$ cat src/hdl/wcpf_pkg.sv
// Shared types and constants for the window classifier with persistence filter.
// Depends on nothing; imported by wcpf_classify and the top level.
package wcpf_pkg;

    localparam int NUM_CH        = 8;
    localparam int SAMPLE_W      = 10;
    localparam int CODE_W        = 2;
    localparam int PAT_W         = NUM_CH * CODE_W;
    localparam int NUM_REGS      = 8;
    localparam int REG_IDX_W     = $clog2(NUM_REGS);
    localparam int RUNS_W        = 2;
    localparam logic [RUNS_W-1:0] RUNS_MAX      = '1;
    localparam logic [RUNS_W-1:0] CONFIRM_COUNT = 2'd2;

    localparam logic [CODE_W-1:0] CODE_NONE   = 2'b00;
    localparam logic [CODE_W-1:0] CODE_WALL   = 2'b01;
    localparam logic [CODE_W-1:0] CODE_OBJECT = 2'b11;

    typedef enum logic [REG_IDX_W-1:0] {
        REG_OBJ_DBL_LO  = 3'd0,
        REG_OBJ_DBL_HI  = 3'd1,
        REG_OBJ_SGL_LO  = 3'd2,
        REG_OBJ_SGL_HI  = 3'd3,
        REG_WALL_DBL_LO = 3'd4,
        REG_WALL_DBL_HI = 3'd5,
        REG_WALL_SGL_LO = 3'd6,
        REG_WALL_SGL_HI = 3'd7
    } t_reg_idx;

    typedef logic [SAMPLE_W-1:0]              t_sample;
    typedef logic [NUM_CH-1:0][SAMPLE_W-1:0]  t_sample_vec;
    typedef logic [NUM_REGS-1:0][SAMPLE_W-1:0] t_cfg_vec;
    typedef logic [PAT_W-1:0]                 t_pattern;

endpackage

$ cat src/hdl/wcpf_classify.sv
// Eight parallel window classifiers that build the 16-bit channel pattern.
// Depends on wcpf_pkg for the register layout, codes and vector types.
module wcpf_classify
    import wcpf_pkg::*;
(
    input  t_sample_vec i_sample,
    input  t_cfg_vec    i_cfg,
    output t_pattern    o_pattern
);

    function automatic logic in_win(t_sample v, t_sample lo, t_sample hi);
        return (v > lo) && (v < hi);
    endfunction

    always_comb begin
        o_pattern = '0;
        for (int ch = 0; ch < NUM_CH; ch++) begin
            // Object windows win over wall windows when both match.
            if (in_win(i_sample[ch], i_cfg[REG_OBJ_DBL_LO], i_cfg[REG_OBJ_DBL_HI]) ||
                in_win(i_sample[ch], i_cfg[REG_OBJ_SGL_LO], i_cfg[REG_OBJ_SGL_HI])) begin
                o_pattern[ch*CODE_W +: CODE_W] = CODE_OBJECT;
            end else if (in_win(i_sample[ch], i_cfg[REG_WALL_DBL_LO], i_cfg[REG_WALL_DBL_HI]) ||
                         in_win(i_sample[ch], i_cfg[REG_WALL_SGL_LO],
                                i_cfg[REG_WALL_SGL_HI])) begin
                o_pattern[ch*CODE_W +: CODE_W] = CODE_WALL;
            end else begin
                o_pattern[ch*CODE_W +: CODE_W] = CODE_NONE;
            end
        end
    end

endmodule

$ cat src/hdl/window_classify_persistence_filter.sv
// Window classifier with persistence filter, top level.
// An accepted word is held in the input register; its result goes to the result register.
// Throughput: one word per cycle while the output is not stalled. The two registers
// form a two-stage pipeline, so a new word is taken while a result waits.
// Reset (synchronous, active low) clears the thresholds, the run history and
// both pipeline stages. Depends on wcpf_pkg and wcpf_classify.
module window_classify_persistence_filter
    import wcpf_pkg::*;
(
    input  logic                 i_clk,
    input  logic                 i_rst_n,
    // configuration
    input  logic                 i_cfg_valid,
    output logic                 o_cfg_ready,
    input  logic [REG_IDX_W-1:0] i_cfg_index,
    input  logic [SAMPLE_W-1:0]  i_cfg_data,
    // input channel
    input  logic                 i_in_valid,
    output logic                 o_in_stall,
    input  logic [SAMPLE_W-1:0]  i_sample_0,
    input  logic [SAMPLE_W-1:0]  i_sample_1,
    input  logic [SAMPLE_W-1:0]  i_sample_2,
    input  logic [SAMPLE_W-1:0]  i_sample_3,
    input  logic [SAMPLE_W-1:0]  i_sample_4,
    input  logic [SAMPLE_W-1:0]  i_sample_5,
    input  logic [SAMPLE_W-1:0]  i_sample_6,
    input  logic [SAMPLE_W-1:0]  i_sample_7,
    // output channel
    output logic                 o_out_valid,
    input  logic                 i_out_stall,
    output logic [PAT_W-1:0]     o_confirmed_pattern,
    output logic                 o_detected
);

    t_cfg_vec          r_cfg;
    logic              r_s1_valid;
    t_sample_vec       r_s1_sample;
    t_pattern          r_prev;
    logic [RUNS_W-1:0] r_runs;
    logic              r_out_valid;
    t_pattern          r_out_pattern;
    logic              r_out_detected;

    t_pattern          pattern;
    logic [RUNS_W-1:0] n_runs;
    t_pattern          n_confirmed;
    logic              out_load;
    logic              in_accept;

    assign o_cfg_ready = 1'b1;

    always_ff @(posedge i_clk) begin
        if (!i_rst_n) begin
            r_cfg <= '0;
        end else if (i_cfg_valid && o_cfg_ready) begin
            r_cfg[i_cfg_index] <= i_cfg_data;
        end
    end

    // The result register can take a word when it is empty or being drained.
    assign out_load   = !r_out_valid || !i_out_stall;
    assign o_in_stall = r_s1_valid && !out_load;
    assign in_accept  = i_in_valid && !o_in_stall;

    always_ff @(posedge i_clk) begin
        if (!i_rst_n) begin
            r_s1_valid <= 1'b0;
        end else if (in_accept) begin
            r_s1_valid <= 1'b1;
        end else if (out_load) begin
            r_s1_valid <= 1'b0;
        end
    end

    always_ff @(posedge i_clk) begin
        if (in_accept) begin
            r_s1_sample <= {i_sample_7, i_sample_6, i_sample_5, i_sample_4,
                            i_sample_3, i_sample_2, i_sample_1, i_sample_0};
        end
    end

    wcpf_classify u_classify (
        .i_sample  (r_s1_sample),
        .i_cfg     (r_cfg),
        .o_pattern (pattern)
    );

    always_comb begin
        if (pattern == r_prev) begin
            n_runs = (r_runs == RUNS_MAX) ? r_runs : r_runs + 1'b1;
        end else begin
            n_runs = '0;
        end
        n_confirmed = (n_runs >= CONFIRM_COUNT) ? pattern : '0;
    end

    always_ff @(posedge i_clk) begin
        if (!i_rst_n) begin
            r_prev      <= '0;
            r_runs      <= '0;
            r_out_valid <= 1'b0;
        end else if (out_load) begin
            r_out_valid <= r_s1_valid;
            if (r_s1_valid) begin
                r_prev <= pattern;
                r_runs <= n_runs;
            end
        end
    end

    always_ff @(posedge i_clk) begin
        if (out_load && r_s1_valid) begin
            r_out_pattern  <= n_confirmed;
            r_out_detected <= (n_confirmed != '0);
        end
    end

    assign o_out_valid         = r_out_valid;
    assign o_confirmed_pattern = r_out_pattern;
    assign o_detected          = r_out_detected;

    // A detection can only be shown once the run count has reached the threshold.
    a_detect_needs_runs: assert property (@(posedge i_clk) disable iff (!i_rst_n)
        o_out_valid && o_detected |-> r_runs >= CONFIRM_COUNT)
        else $error("detection shown without enough repeats");

    // A shown nonzero pattern is the last classified pattern.
    a_detect_matches_prev: assert property (@(posedge i_clk) disable iff (!i_rst_n)
        o_out_valid && o_detected |-> o_confirmed_pattern == r_prev)
        else $error("confirmed pattern differs from history");

    // A changed pattern restarts the run count.
    a_change_restarts: assert property (@(posedge i_clk) disable iff (!i_rst_n)
        out_load && r_s1_valid && (pattern != r_prev) |=> r_runs == '0)
        else $error("run count not restarted on change");

    // The input side is held off only while both stages are occupied.
    a_stall_only_full: assert property (@(posedge i_clk) disable iff (!i_rst_n)
        o_in_stall |-> r_s1_valid && r_out_valid)
        else $error("input stalled with room in the pipeline");

endmodule

$ cat config.mk
export PLATFORM = sky130hd
export DESIGN_NAME = window_classify_persistence_filter
export DESIGN_NICKNAME = d
export VERILOG_FILES = /design/src/hdl/wcpf_pkg.sv /design/src/hdl/wcpf_classify.sv /design/src/hdl/window_classify_persistence_filter.sv
export SDC_FILE = /design/constraint.sdc
export NUM_CORES = 1
export LEC_CHECK = 0
export ABC_AREA = 1
export BUFFER_PORTS_ARGS = -buffer_cell sky130_fd_sc_hd__buf_2
export CAP_MARGIN = 20
export CORE_UTILIZATION = 58
export DETAILED_ROUTE_END_ITERATION = 10
export GPL_TIMING_DRIVEN = 0
export MAX_ROUTING_LAYER = met4
export PLACE_DENSITY = 0.79
export RECOVER_POWER = 25
export SLEW_MARGIN = 5
export SYNTH_ARGS = -nofsm -noshare
export SYNTH_HDL_FRONTEND = slang
export SYNTH_SLANG_ARGS = --single-unit
$ cat constraint.sdc
create_clock -name i_clk -period 2.7 [get_ports i_clk]
set_clock_uncertainty 0.1 [all_clocks]
set_input_delay 0.27 -clock i_clk [delete_from_list [all_inputs] [get_ports i_clk]]
set_output_delay 0.27 -clock i_clk [all_outputs]
set_load 0.02 [all_outputs]
==> qor.yml, run 1 <==
fp.dieH_um: 193.8
clock_sinks: 197
grt_pass1_vias: 21910
numPortBuffers: 115
grt_usage_pct: 42.92
seq_area_frac_synth_pct: 23.03
yosysTopAreaCellShare_pct: 35.65
ys_top_cells_by_area: "ha_1, edfxtp_1, nand2_1"
initial_core_util_pct: 59.42
worstEndpointGrtRepair: "o_confirmed_pattern[8]$_DFFE_PP_/D"
antenna_found_initial: 0
stop_stage: "detailed routing (5_2_route)"
cts_buffer_depth: 2
synth_cells: 2783
synth.distinct_cells: 32
synth_nets: 3489
synth_edf_count: 97
yosysTopAreaCell: "ha_1"
htree_num_levels: 4
cts_buffers: 17
worstEndpointType: "register input"
error: "[ERROR DRT-0255] Maze Route cannot find path of net net119 in worker of routeBox ( 144900 0 ) ( 193815 48300 )."
grt_first_pass_wirelength_um: 118600
grt_max_degree: 41
status: "stopped before the end"
fp-row-count: 69
yosysWarningCount: 0
ys.flop_type: "dfxtp_1"
synth.most_common_cell: "nand2_1"
synthTopCellsByCount: "nand2_1, ha_1, inv_1"
dp.final_hpwl_um: 55160
syn_area_per_cell_um2: 7.668
gp_congestion: 0.9732
syn-cell-area_um2: 21340
cts-root-buf: "clkbuf_16"
die_w_um: 193.8
async_flop_share_pct: 0
ys_ff_latch: 197
ios: 118
gr-total-overflow: 0
## stage by stage
step | utilization [%] | area [um^2] | cells | hold WS [ps] | worst slack (ps)
floorplan | - | 21350 | 2783 | 268.9 | 56.76
CTS | 75.54 | 27130 | 3693 | 7.197 | -236.0
global route | 77.91 | 27980 | 3733 | 21.92 | -633.3
global placement | 62.65 | 22500 | 3359 | 346.2 | -521.0
detailed placement | 62.80 | 22550 | 3362 | 348.1 | -554.8
## kinds of logic after synthesis
group / after synthesis / share of synthesized area, %
AO/OA/AOI/OAI: 548 / 13.98
buffers and inverters: 354 / 6.332
adder cells (fa/ha/maj): 608 / 35.65
AND/OR/NAND/NOR: 1075 / 20.99
flip-flops: 197 / 23.03
other: 1 / 0.01757
## routing by layer
layer	global-route usage, %
met1	48.08
met2	69.86
met5	-
met3	5.410
met4	33.16
## repair_timing
action / CTS / global route
endpoints found under the setup margin: 19 / 19
hold buffers: 80 / 0
setup buffers: 219 / 39
resized for setup: 243 / 133
cloned: 1 / 1
pin swaps: 71 / 46
endpoints found under the hold margin: 80 / 0
==> run 2, diff against run 1 <==
- CORE_UTILIZATION: 58 -> 40
- MAX_ROUTING_LAYER: met4 -> unset
- PLACE_DENSITY: 0.79 -> unset
- PLACE_DENSITY_LB_ADDON: unset -> 0.15
- clock period: 2.7 -> 3.5 ns (I/O delays scaled with it)
==> run 2 against run 1 <==
Effect of this change: global-route usage is 15 points lower; the flow now finishes without violations; synthesized area stayed put; synthesized cell count unchanged.
==> qor.yml, run 2 <==
status: "finished clean"  # was stopped before the end
seq_area_frac_synth_pct: 23.03  # unchanged
syn-cell-area_um2: 21340  # unchanged
cts_buffers: 17  # unchanged
hold_viol: 0
fp.dieH_um: 233.0  # was 193.8 um
cp.arrival_ps: 3460
vias_per_cell: 5.363
synth_nets: 3489  # unchanged
required_ps: 3640
gp_congestion: 0.9268  # was 0.9732
r2r_slack_ps: 180
period_share_pct: 94.94
grt_max_degree: 45  # was 41
rsz0062_at_grt: "no"
htree_num_levels: 4  # unchanged
gr-total-overflow: 0  # unchanged
worst_pin_slew_ps: 789.3
ant_nets: 0
reg_top3: "r_cfg (80), r_s1_sample (80)"
area_growth_pct: 13.82
drc_errors: 0
cts-root-buf: "clkbuf_16"  # unchanged
die_w_um: 233.0  # was 193.8 um
yosysTopAreaCellShare_pct: 35.65  # unchanged
final_common_cell: "nand2_1"
dp.final_hpwl_um: 58290  # was 55,160 um
fillers: 5133
async_flop_share_pct: 0  # unchanged
dr.pass1.iters: 5
totalWireLength_um: 73860
synth.most_common_cell: "nand2_1"  # unchanged
grt_first_pass_wirelength_um: 109300  # was 118,600 um
max_cap_violations: 0
cts_tree: "built"
ys.flop_type: "dfxtp_1"  # unchanged
cp-end-kind: "register"
maxSlewViolCount: 0
finish.utilization_pct: 46.13
coreArea_um2: 52660
synthMuxAreaShare_pct: 0  # unchanged
fin_nets: 3708
max_clock_freq_mhz: 300.9
reg2regPathDepth: 19
synth_top_family_by_area: "adder cells"  # unchanged
hold_path.class: "in2reg"
wl_met3_um: 2832
grt_usage_pct: 27.49  # was 42.92%
numPortBuffers: 115  # unchanged
ys_top_cells_by_area: "ha_1, edfxtp_1, nand2_1"  # unchanged
setup_viol: 0
drive_gt1_share_pct: 7.828
antenna_cells: 0
yosysTopAreaCell: "ha_1"  # unchanged
synth-compound-area-share_pct: 13.98  # unchanged
synth.distinct_cells: 32  # unchanged
cts_buffer_depth: 2  # unchanged
slew_headroom_pct: 47.38
clk_latency_ps: 500
clk_pin_slew_ps: 80
syn_area_per_cell_um2: 7.668  # unchanged
drt-initial-drc-count: 1210
yosys.area_share.adder_pct: 35.65  # unchanged
ir_worst_vdd_mv: 0.4209
antenna_found_initial: 0  # unchanged
fp-row-count: 84  # was 69
path_max_fanout: 10
wl_met1_um: 32700
initial_core_util_pct: 40.53  # was 59.42%
synth-simple-area-share_pct: 20.99  # unchanged
fin_cells: 3703
clock_sinks: 197  # unchanged
wl_per_cell_um: 19.94
critPathLaunchType: "register"
ys_ff_latch: 197  # unchanged
p_leak_nw: 11.46
ios: 118  # unchanged
yosysWarningCount: 0  # unchanged
crit_type: "reg2reg"
met2WireLength_um: 35140
synthTopCellsByCount: "nand2_1, ha_1, inv_1"  # unchanged
topRoutingLayerUsed: "met4"
die_area_um2: 54280
synth_cells: 2783  # unchanged
synth_edf_count: 97  # unchanged
power.density_nw_per_um2: 293.3
vias: 19860
post-route-min-period_ps: 3323
synth_xor_area_share_pct: 0  # unchanged
grt_pass1_vias: 18650  # was 21,910
hold_depth: 3
power.total_mw: 7.124
most-common-layout-cells: "nand2_1, ha_1, inv_1"
dpl.cell_count: 3588  # was 3,362
## run 2: repair_timing
action	CTS	global route
buffers inserted	0	3
hold endpoints to repair	80	0
hold buffers	80	0
gates resized for setup	0	2
endpoints found under the setup margin	0	11
## run 2: final cells by class
type / instances / area [um^2] / share of cell area (%)
flip-flops and latches: 197 / 4915 / 20.23
inverters: 326 / 1236 / 5.089
clock buffers: 19 / 464.2 / 1.911
repair buffers: 200 / 1466 / 6.037
clock inverters: 13 / 147.6 / 0.6078
multi-input cells: 2232 / 15070 / 62.06
plain buffers: 28 / 125.1 / 0.5151
well taps: 688 / 860.8 / 3.544
## run 2: power breakdown
part	switching, mW	leakage [nW]	total [mW]	internal [mW]
Clock	1.09	0.301	2.12	1.02
Sequential	0.221	1.75	2.76	2.54
Combinational	1.38	9.40	2.25	0.871
## run 2: path summary, 6_finish.rpt
kind | end | from
worst max-delay path | o_confirmed_pattern[8] | r_s1_sample[34]
worst min-delay path | o_out_valid | i_out_stall
worst max register to register | o_confirmed_pattern[8] | r_s1_sample[34]
worst min register to register | o_out_valid | r_s1_valid
## run 2: cell families after synthesis
group                    count (synthesis)
AO/OA/AOI/OAI                          548
adder cells (fa/ha/maj)                608
buffers and inverters                  354
flip-flops                             197
other                                    1
AND/OR/NAND/NOR                       1075
## run 2: worst max-delay path, stage by stage, from the launching register on
cell	delay, ps
edfxtp_1	660
ha_1	400
nand2_1	60
nor2_1	270
inv_1	70
nor2_1	110
nor2_1	50
nand3_1	120
nand2_2	140
nor2_2	280
nand2_1	90
nand2_1	70
nor2_1	40
nand2_1	70
nor2_2	40
nand2_2	90
nor2_4	50
inv_4	140
buf_12	190
nor2_2	40
## run 2: stage by stage
| step | setup WS, ps | instance area (um^2) | hold WS [ps] | TNS (ps) |
|---|---|---|---|---|
| 6_report | 177.0 | 24290 | 63.75 | 0 |
| 5_1_grt | 39.10 | 24290 | 70.86 | 0 |
| 4_1_cts | 174.2 | 24230 | 42.99 | 0 |
| 3_5_place_dp | 197.9 | 22820 | 387.8 | 0 |
| 3_3_place_gp | -325.4 | 22780 | 379.4 | -24530 |
| 2_1_floorplan | 681.1 | 21340 | 348.9 | 0 |
## run 2: metal layers
layer / GRT usage (%) / up-vias
met5: 0 / -
met4: 12.46 / 0
met3: 2.635 / 108
met2: 47.50 / 485
met1: 34.38 / 9334
li1: - / 9931
No activity file was read; power rests on OpenSTA's default activity.
